<file path="config.mk">
export PLATFORM = sky130hd
export DESIGN_NAME = jpeg_bit_writer_with_stuffing
export DESIGN_NICKNAME = d
export VERILOG_FILES = /design/src/jbw_pkg.sv /design/src/jbw_front.sv /design/src/jbw_queue.sv /design/src/jbw_back.sv /design/src/jpeg_bit_writer_with_stuffing.sv
export SDC_FILE = /design/constraint.sdc
export NUM_CORES = 1
export LEC_CHECK = 0
export BUFFER_PORTS_ARGS = -buffer_cell sky130_fd_sc_hd__buf_2
export CAP_MARGIN = 20
export CELL_PAD_IN_SITES_DETAIL_PLACEMENT = 2
export CELL_PAD_IN_SITES_GLOBAL_PLACEMENT = 2
export CORE_AREA = 2 2 147 149
export DETAILED_ROUTE_END_ITERATION = 10
export DIE_AREA = 0 0 149 151
export GPL_ROUTABILITY_DRIVEN = 0
export PLACE_DENSITY = 0.88
export SETUP_SLACK_MARGIN = 0.02
export SYNTH_ARGS = -nofsm -noshare
export SYNTH_HDL_FRONTEND = slang
export SYNTH_SLANG_ARGS = --single-unit
</file>
<file path="constraint.sdc">
create_clock -name clock -period 6 [get_ports clock]
set_input_delay 0.6 -clock clock [delete_from_list [all_inputs] [get_ports clock]]
set_output_delay 0.6 -clock clock [all_outputs]
set_load 0.02 [all_outputs]
</file>
<file path="src/jbw_pkg.sv">
// Shared types and constants of the JPEG bit writer.
package jbw_pkg;

   // Request kinds.
   localparam logic [1:0] KIND_CODE   = 2'd0;
   localparam logic [1:0] KIND_ALIGN  = 2'd1;
   localparam logic [1:0] KIND_MARKER = 2'd2;
   localparam logic [1:0] KIND_WORD   = 2'd3;

   // Default sizes.
   localparam int ACC_BITS_DEFAULT    = 16;
   localparam int QUEUE_DEPTH_DEFAULT = 4;

   // Longest code that one request may append.
   localparam logic [4:0] MAX_CODE_LEN = 5'd16;

   // Byte that is followed by a stuffed zero, and the marker prefix.
   localparam logic [7:0] FF_BYTE = 8'hFF;

   // One or two bytes produced by a request, with their stuffing flags.
   typedef struct packed {
      logic [7:0] byte0;
      logic [7:0] byte1;
      logic       stuff0;
      logic       stuff1;
      logic       two;
   } job_type;

endpackage

</file>
<file path="src/jbw_front.sv">
// Front part: bit packing of code and align requests, byte pairs of markers and words.
module jbw_front #(
   parameter int ACC_BITS = jbw_pkg::ACC_BITS_DEFAULT
) (
   input  logic             clock,
   input  logic             reset,
   input  logic             accept,
   input  logic [1:0]       kind,
   input  logic [15:0]      value,
   input  logic [4:0]       code_length,
   output logic             job_push,
   output jbw_pkg::job_type job
);

   logic [ACC_BITS-1:0] acc_ff, acc_in;
   logic [2:0]          pend_ff, pend_in;

   logic        is_bits;
   logic [4:0]  n_eff;
   logic [15:0] w_raw, w_mask, w_left;
   logic [16:0] mask_wide;
   logic [23:0] win, shifted;
   logic [4:0]  total;
   logic [1:0]  nbytes;
   logic [7:0]  remain;

   // Select the bits to append: the code itself or ones up to the byte boundary.
   always_comb begin
      is_bits = (kind == jbw_pkg::KIND_CODE) || (kind == jbw_pkg::KIND_ALIGN);
      if (kind == jbw_pkg::KIND_CODE) begin
         n_eff = (code_length > jbw_pkg::MAX_CODE_LEN) ? jbw_pkg::MAX_CODE_LEN : code_length;
         w_raw = value;
      end else if (pend_ff == 3'd0) begin
         n_eff = 5'd0;
         w_raw = 16'hFFFF;
      end else begin
         n_eff = 5'd8 - {2'b00, pend_ff};
         w_raw = 16'hFFFF;
      end
   end

   // Place the new bits right behind the pending bits in a 24-bit window.
   always_comb begin
      mask_wide = (17'h1 << n_eff) - 17'h1;
      w_mask    = w_raw & mask_wide[15:0];
      w_left    = w_mask << (5'd16 - n_eff);
      win       = {acc_ff[ACC_BITS-1 -: 8], 16'h0000} | ({w_left, 8'h00} >> pend_ff);
      total     = {2'b00, pend_ff} + n_eff;
      if (total[4]) begin
         nbytes = 2'd2;
      end else if (total[3]) begin
         nbytes = 2'd1;
      end else begin
         nbytes = 2'd0;
      end
      shifted = win << {nbytes, 3'b000};
      remain  = shifted[23:16];
   end

   // Build the job for the queue.
   always_comb begin
      job = '0;
      if (is_bits) begin
         job.byte0  = win[23:16];
         job.byte1  = win[15:8];
         job.stuff0 = (win[23:16] == jbw_pkg::FF_BYTE);
         job.stuff1 = (win[15:8] == jbw_pkg::FF_BYTE);
         job.two    = nbytes[1];
         job_push   = accept && (nbytes != 2'd0);
      end else begin
         job.byte0  = (kind == jbw_pkg::KIND_MARKER) ? jbw_pkg::FF_BYTE : value[15:8];
         job.byte1  = value[7:0];
         job.stuff0 = 1'b0;
         job.stuff1 = 1'b0;
         job.two    = 1'b1;
         job_push   = accept;
      end
   end

   // Pending bits are updated by code and align requests only.
   always_comb begin
      acc_in  = acc_ff;
      pend_in = pend_ff;
      if (accept && is_bits) begin
         acc_in  = {remain, {(ACC_BITS-8){1'b0}}};
         pend_in = total[2:0];
      end
   end

   always_ff @(posedge clock) begin
      if (reset) begin
         acc_ff  <= '0;
         pend_ff <= '0;
      end else begin
         acc_ff  <= acc_in;
         pend_ff <= pend_in;
      end
   end

endmodule

</file>
<file path="src/jbw_queue.sv">
// Short job queue between the front and back parts.
module jbw_queue #(
   parameter int DEPTH = jbw_pkg::QUEUE_DEPTH_DEFAULT
) (
   input  logic             clock,
   input  logic             reset,
   input  logic             push,
   input  jbw_pkg::job_type push_job,
   output logic             full,
   input  logic             pop,
   output logic             not_empty,
   output jbw_pkg::job_type head_job
);

   localparam int PTR_W = (DEPTH > 1) ? $clog2(DEPTH) : 1;
   localparam int CNT_W = $clog2(DEPTH + 1);
   localparam logic [PTR_W-1:0] LAST_PTR = PTR_W'(DEPTH - 1);
   localparam logic [CNT_W-1:0] FULL_CNT = CNT_W'(DEPTH);

   jbw_pkg::job_type entry_ff [DEPTH];
   logic [PTR_W-1:0] wr_ff, wr_in, rd_ff, rd_in;
   logic [CNT_W-1:0] cnt_ff, cnt_in;
   logic             do_push, do_pop;

   assign full      = (cnt_ff == FULL_CNT);
   assign not_empty = (cnt_ff != '0);
   assign head_job  = entry_ff[rd_ff];
   assign do_push   = push && !full;
   assign do_pop    = pop && not_empty;

   // Pointer and fill count update.
   always_comb begin
      wr_in  = wr_ff;
      rd_in  = rd_ff;
      cnt_in = cnt_ff;
      if (do_push) begin
         wr_in = (wr_ff == LAST_PTR) ? '0 : wr_ff + 1'b1;
      end
      if (do_pop) begin
         rd_in = (rd_ff == LAST_PTR) ? '0 : rd_ff + 1'b1;
      end
      if (do_push && !do_pop) begin
         cnt_in = cnt_ff + 1'b1;
      end else if (do_pop && !do_push) begin
         cnt_in = cnt_ff - 1'b1;
      end
   end

   always_ff @(posedge clock) begin
      if (reset) begin
         wr_ff  <= '0;
         rd_ff  <= '0;
         cnt_ff <= '0;
      end else begin
         wr_ff  <= wr_in;
         rd_ff  <= rd_in;
         cnt_ff <= cnt_in;
      end
   end

   // Entry storage.
   always_ff @(posedge clock) begin
      if (do_push) begin
         entry_ff[wr_ff] <= push_job;
      end
   end

endmodule

</file>
<file path="src/jbw_back.sv">
// Back part: sends job bytes one per cycle unless stalled, adding stuffed zeros.
module jbw_back (
   input  logic             clock,
   input  logic             reset,
   input  logic             job_valid,
   input  jbw_pkg::job_type job,
   output logic             job_pop,
   output logic             out_valid,
   output logic [7:0]       out_byte,
   output logic             out_last,
   input  logic             out_pop
);

   // Position within a job.
   localparam logic [1:0] STEP_BYTE0  = 2'd0;
   localparam logic [1:0] STEP_STUFF0 = 2'd1;
   localparam logic [1:0] STEP_BYTE1  = 2'd2;
   localparam logic [1:0] STEP_STUFF1 = 2'd3;

   logic [1:0] step_ff, step_in, step_next;
   logic       valid_ff, valid_in;
   logic [7:0] byte_ff, byte_in;
   logic       last_ff, last_in;
   logic       can_load, send, done;
   logic [7:0] cur_byte;

   assign can_load = !valid_ff || out_pop;
   assign send     = job_valid && can_load;

   // Byte of the current step and the step after it.
   always_comb begin
      unique case (step_ff)
         STEP_BYTE0: begin
            cur_byte  = job.byte0;
            done      = !job.stuff0 && !job.two;
            step_next = job.stuff0 ? STEP_STUFF0 : STEP_BYTE1;
         end
         STEP_STUFF0: begin
            cur_byte  = 8'h00;
            done      = !job.two;
            step_next = STEP_BYTE1;
         end
         STEP_BYTE1: begin
            cur_byte  = job.byte1;
            done      = !job.stuff1;
            step_next = STEP_STUFF1;
         end
         STEP_STUFF1: begin
            cur_byte  = 8'h00;
            done      = 1'b1;
            step_next = STEP_BYTE0;
         end
         default: begin
            cur_byte  = 8'h00;
            done      = 1'b1;
            step_next = STEP_BYTE0;
         end
      endcase
   end

   assign job_pop = send && done;

   // Output register and step update.
   always_comb begin
      step_in  = step_ff;
      valid_in = valid_ff;
      byte_in  = byte_ff;
      last_in  = last_ff;
      if (can_load) begin
         valid_in = send;
      end
      if (send) begin
         byte_in = cur_byte;
         last_in = done;
         step_in = done ? STEP_BYTE0 : step_next;
      end
   end

   always_ff @(posedge clock) begin
      if (reset) begin
         step_ff  <= STEP_BYTE0;
         valid_ff <= 1'b0;
      end else begin
         step_ff  <= step_in;
         valid_ff <= valid_in;
      end
   end

   always_ff @(posedge clock) begin
      byte_ff <= byte_in;
      last_ff <= last_in;
   end

   assign out_valid = valid_ff;
   assign out_byte  = byte_ff;
   assign out_last  = last_ff;

endmodule

</file>
<file path="src/jpeg_bit_writer_with_stuffing.sv">
// Top level of the JPEG entropy bit writer with byte stuffing.
//
// A request is taken every cycle while full is low. Code and align requests are packed
// into the pending bits at once and their complete bytes, each 0xFF flagged for a 0x00 after
// it, go into a short job queue together with the two bytes of marker and word requests. The
// back part sends one byte per cycle on the response side while the output is popped, and a
// request produces zero to four bytes (usually one or two); a request that completes no byte
// produces no response. The single output byte port sets the sustained rate; the queue of
// QUEUE_DEPTH jobs absorbs bursts, and full rises only when it is full. rsp_last marks
// the final byte of each request.
module jpeg_bit_writer_with_stuffing #(
   parameter int ACC_BITS    = jbw_pkg::ACC_BITS_DEFAULT,
   parameter int QUEUE_DEPTH = jbw_pkg::QUEUE_DEPTH_DEFAULT
) (
   input  logic        clock,
   input  logic        reset,
   input  logic        push,
   output logic        full,
   input  logic [1:0]  req_kind,
   input  logic [15:0] req_value,
   input  logic [4:0]  req_code_length,
   output logic        empty,
   input  logic        pop,
   output logic [7:0]  rsp_out_byte,
   output logic        rsp_last
);

   jbw_pkg::job_type front_job, head_job;
   logic             accept, job_push, job_pop, head_valid, out_valid;

   assign accept = push && !full;

   // Front part: packing and classification.
   jbw_front #(
      .ACC_BITS(ACC_BITS)
   ) u_front (
      .clock       (clock),
      .reset       (reset),
      .accept      (accept),
      .kind        (req_kind),
      .value       (req_value),
      .code_length (req_code_length),
      .job_push    (job_push),
      .job         (front_job)
   );

   // Job queue.
   jbw_queue #(
      .DEPTH(QUEUE_DEPTH)
   ) u_queue (
      .clock     (clock),
      .reset     (reset),
      .push      (job_push),
      .push_job  (front_job),
      .full      (full),
      .pop       (job_pop),
      .not_empty (head_valid),
      .head_job  (head_job)
   );

   // Back part: byte sequencing and stuffing.
   jbw_back u_back (
      .clock     (clock),
      .reset     (reset),
      .job_valid (head_valid),
      .job       (head_job),
      .job_pop   (job_pop),
      .out_valid (out_valid),
      .out_byte  (rsp_out_byte),
      .out_last  (rsp_last),
      .out_pop   (pop)
   );

   assign empty = !out_valid;

endmodule
</file>
==> metrics.md <==
| Metric | Value |
|---|---|
| RR Endpoint | u_queue.entry_ff[0][11] |
| Slowest library cell on the worst path | a311oi_4 |
| Synth Area in Adders | 3.98% |
| Peak VDD IR | 124 uV |
| Overall power | 3.10 mW |
| Final Setup Violations | 0 |
| Crit-path max FO | 6 |
| Hold Slack | 485 ps |
| Register area share after synthesis | 39.6% |
| Top cells by area, synth | edfxtp_1, mux4_2, dfxtp_1, nand2_1, ha_1 |
| # fillers | 2,220 |
| Core Util, Final | 41.7% |
| Post-synth EDFFs | 85 |
| # resized after CTS | 0 |
| Synth Cell Area | 7600 um2 |
| Mapped Cells | 761 |
| Mapped Nets | 811 |
| Initial DRC Count | 675 |
| Clock skew | 5.20 ps |
| Compound-gate portion of the synthesized area | 24.8% |
| HP Start | u_back.out_valid |
| Worst-path cell chain | inv_1, ha_1, ha_2, nand2b_4, o21ai_4, inv_2, ha_1, nor2b_1, a32o_1, inv_1, ha_1, buf_4, nor3b_1, o2111a_1, o22ai_1, xnor2_1, nor3_1, o32a_1, and3_1, a22oi_1, o21ai_1, a311oi_4, a21oi_1 |
| Synth area leader | edfxtp_1 |
| Vias | 7,203 |
| Area delta synth->final | 14.1% |
| Share of cells above drive strength 1 | 21.5% |
| CTS tree | built |
| First-pass GRT wire length | 48,600 um |
| Max Cap Viol | 0 |
| Critical path buffers and inverters | 4 |
| Post-CTS Hold Buffers | 0 |
| DP Cell Count | 1,062 |
| Rel. slew slack | 29.1% |
| Placement Setup Slack | -117 ps |
| Total gr overflow | 0 |
| Die X | 149 um |
| Largest net degree at the start of global routing | 29 |
| Slew Viols, Final | 0 |
| Initial antenna violation count | 0 |
| Synth warn | 0 |
| Worst setup EP type | flop |
| Worst-Skew Late Latency | 350 ps |
| Final WL | 32,300 um |
| Number of setup buffers added after CTS | 0 |
| Async SR Flop Fraction | 0% |
| Root buffer cell | clkbuf_16 |
| Final HPWL DP | 24,400 um |
| Antenna diode count | 0 |
| Critical path type | flop to flop |
| Pwr per Cell Area | 358 nW/um2 |
| CTS sink count | 108 |
| FMAX | 173 MHz |
| Post-Synth XOR/XNOR Area | 0.922% |
| Arrival time at the worst endpoint | 5820 ps |
| CP Launch Point | u_front.pend_ff[0] |
| Yosys cell types | 95 |
| Mean Syn Cell Area | 9.99 um2 |
| Vias in the first global route | 7,613 |
| Die H | 151 um |
| Post-synth top area share | 33.6% |
| FF+latch count, synth | 108 |
| I/O Buffers | 37 |
| Hold endpoint | u_back.out_valid |
| Mux contribution to synthesized area | 9.17% |
| Critical R2R Launch | u_front.pend_ff[0] |
| Largest family of logic cells by synthesized area | compound AO/OA/AOI/OAI gates |
| FF-to-FF setup slack | 210 ps |
| I/O Pins | 38 |
| Period utilisation layout | 96.6% |
| Worst Max-Slew Pin Slew | 1060 ps |
| Post-route insts no fill | 1,081 |
| Final hold vios | 0 |
| Startpoint types | flop |
| Detail Route Antenna Nets | 0 |
| Status | completed |
| Hold/Removal Path Class | flop to flop |
| Multi-input gate area | 4360 um2 |
| Cell Rows | 53 |
| GRT Overall Usage | 28.9% |
| Total CTS buffers | 9 |
| Crit path time final | 5790 ps |
| Max incr delay on CP | 500 ps |
| RSZ-0062 raised after global routing | false |
| Main synth FF type | edfxtp_1 |
| Die ar. | 22,500 um2 |
| Register cell area after layout | 3010 um2 |
| Clock transition at path regs | 70 ps |
| CP required | 6020 ps |
| Layout net count | 851 |
| DRT Pass-1 Iters | 5 |
| Worst reg2reg path depth | 23 |
| Core area | 20,800 um2 |
| Max clock buf depth | 2 |
| Post-Synth Simple-Gate Area | 17.1% |
| Top delay family on crit path | compound AO/OA/AOI/OAI gates |
| Final critical-path setup slack | 205 ps |
| Vias per inst | 6.66 |
| Remaining DRCs | 0 |
| Number of H-tree levels | 3 |
| Routed WL per cell | 29.9 um |
| Leak pwr | 3.05 nW |
| Starting Density | 36.5% |
| Hold path depth | 2 |
| Most used cell, CP | ha_1 |
==> Yosys cell counts (4+ instances only) <==
cell type   n
or3_1      10
nand2b_1    4
o31ai_1    10
o32ai_1     4
o32a_1      7
a21oi_1    43
inv_1      30
a22o_1      9
xor2_1      5
mux2i_1    13
a31oi_1    12
nor2b_1     6
ha_1       21
o21a_1      4
o221ai_1    6
nand2_1    71
nand4_1     5
o22ai_1     6
or4_1       4
buf_1       6
o211ai_1    8
nand3_1    18
and2_1      9
o2111ai_1   6
a221o_1     4
buf_2      10
o21ai_0    31
a22oi_1     7
nor2_1     68
edfxtp_1   85
clkbuf_1   33
nor4_1      9
dfxtp_1    23
a211oi_1   13
and3_1      5
mux4_2     23
o22a_1      9
o21ai_1     5
nor3_1     23
==> kinds of logic (layout without fill, tap and decap cells) <==
logic type,after synthesis,in the layout
flops,108,108
fa+ha+maj,23,23
mux,40,40
buf+inv,82,127
compound gates,244,244
xor+xnor,8,8
simple gates,256,256
==> worst register-to-register path, cell delays in order, from the launching register on <==
cell and delay [ps]:
dfxtp_1 350, inv_1 70, ha_1 200, ha_2 210, nand2b_4 170, o21ai_4 180
inv_2 70, ha_1 220, nor2b_1 140, a32o_1 280, inv_1 90, ha_1 260
buf_4 190, nor3b_1 300, o2111a_1 270, o22ai_1 150, xnor2_1 290, nor3_1 120
o32a_1 400, and3_1 240, a22oi_1 320, o21ai_1 190, a311oi_4 500, a21oi_1 270
==> metal layers <==
| layer | global-route usage [%] | share of wire (%) |
|---|---|---|
| met1 | 34.6 | 39 |
| met2 | 51.7 | 50 |
| met3 | 4.40 | 6.1 |
| met4 | 12.3 | 4.7 |
| met5 | 0 | 0 |
==> metrics by stage <==
stage               setup TNS [ps]  instance area (um2)
detailed placement            -559                 8240
global placement                 0                 8240
CTS                              0                 8510
finish                           0                 8670
global route                     0                 8670
floorplan                        0                 7650
==> registers in the layout, summed over array words and instances (netlist names), named ones only <==
register,cells
u_queue.wr_ff,2
u_queue.cnt_ff,3
u_front.pend_ff,3
u_queue.entry_ff,76
u_back.step_ff,2
u_back.out_last,1
u_front.acc_ff,8
u_queue.rd_ff,2
u_back.out_byte,8
u_back.out_valid,1
==> report_power, final <==
part	internal, mW	total, mW	switching [mW]
Clock	0.287	0.573	0.286
Combinational	0.536	1.50	0.968
Sequential	0.955	1.03	0.0715
Total	1.78	3.10	1.33
==> cell usage in the layout, fill, tap and decap left out, drive strengths merged, types with 13 or more instances in the layout <==
| cell | n |
|---|---|
| dfxtp | 23 |
| nand2 | 71 |
| buf | 80 |
| o21ai | 38 |
| mux2i | 13 |
| nor2 | 70 |
| mux4 | 23 |
| nor3 | 24 |
| edfxtp | 85 |
| a211oi | 15 |
| a21oi | 44 |
| nand3 | 18 |
| nor4 | 13 |
| inv | 35 |
| ha | 21 |
==> final cells by class <==
| class | instances | area share (%) |
|---|---|---|
| Clock inverter | 6 | 0.534 |
| Clock buffer | 10 | 2.64 |
| Multi-Input combinational cell | 571 | 50.2 |
| Inverter | 31 | 1.34 |
| Tap cell | 275 | 3.97 |
| Sequential cell | 108 | 34.7 |
| Timing Repair Buffer | 80 | 6.55 |
==> how the worst max path moves through the flow <==
| stage | endpoint | cells past startpoint |
|---|---|---|
| 6_report | u_queue.entry_ff[0][11] | 23 |
| 5_1_grt | u_queue.entry_ff[0][11] | 21 |
| 4_1_cts | u_queue.entry_ff[0][11] | 23 |
| 3_5_place_dp | u_queue.entry_ff[1][2] | 19 |
| 3_3_place_gp | u_queue.entry_ff[0][1] | 22 |
| 2_1_floorplan | u_queue.entry_ff[0][2] | 28 |
No activity file was read; power rests on OpenSTA's default activity.
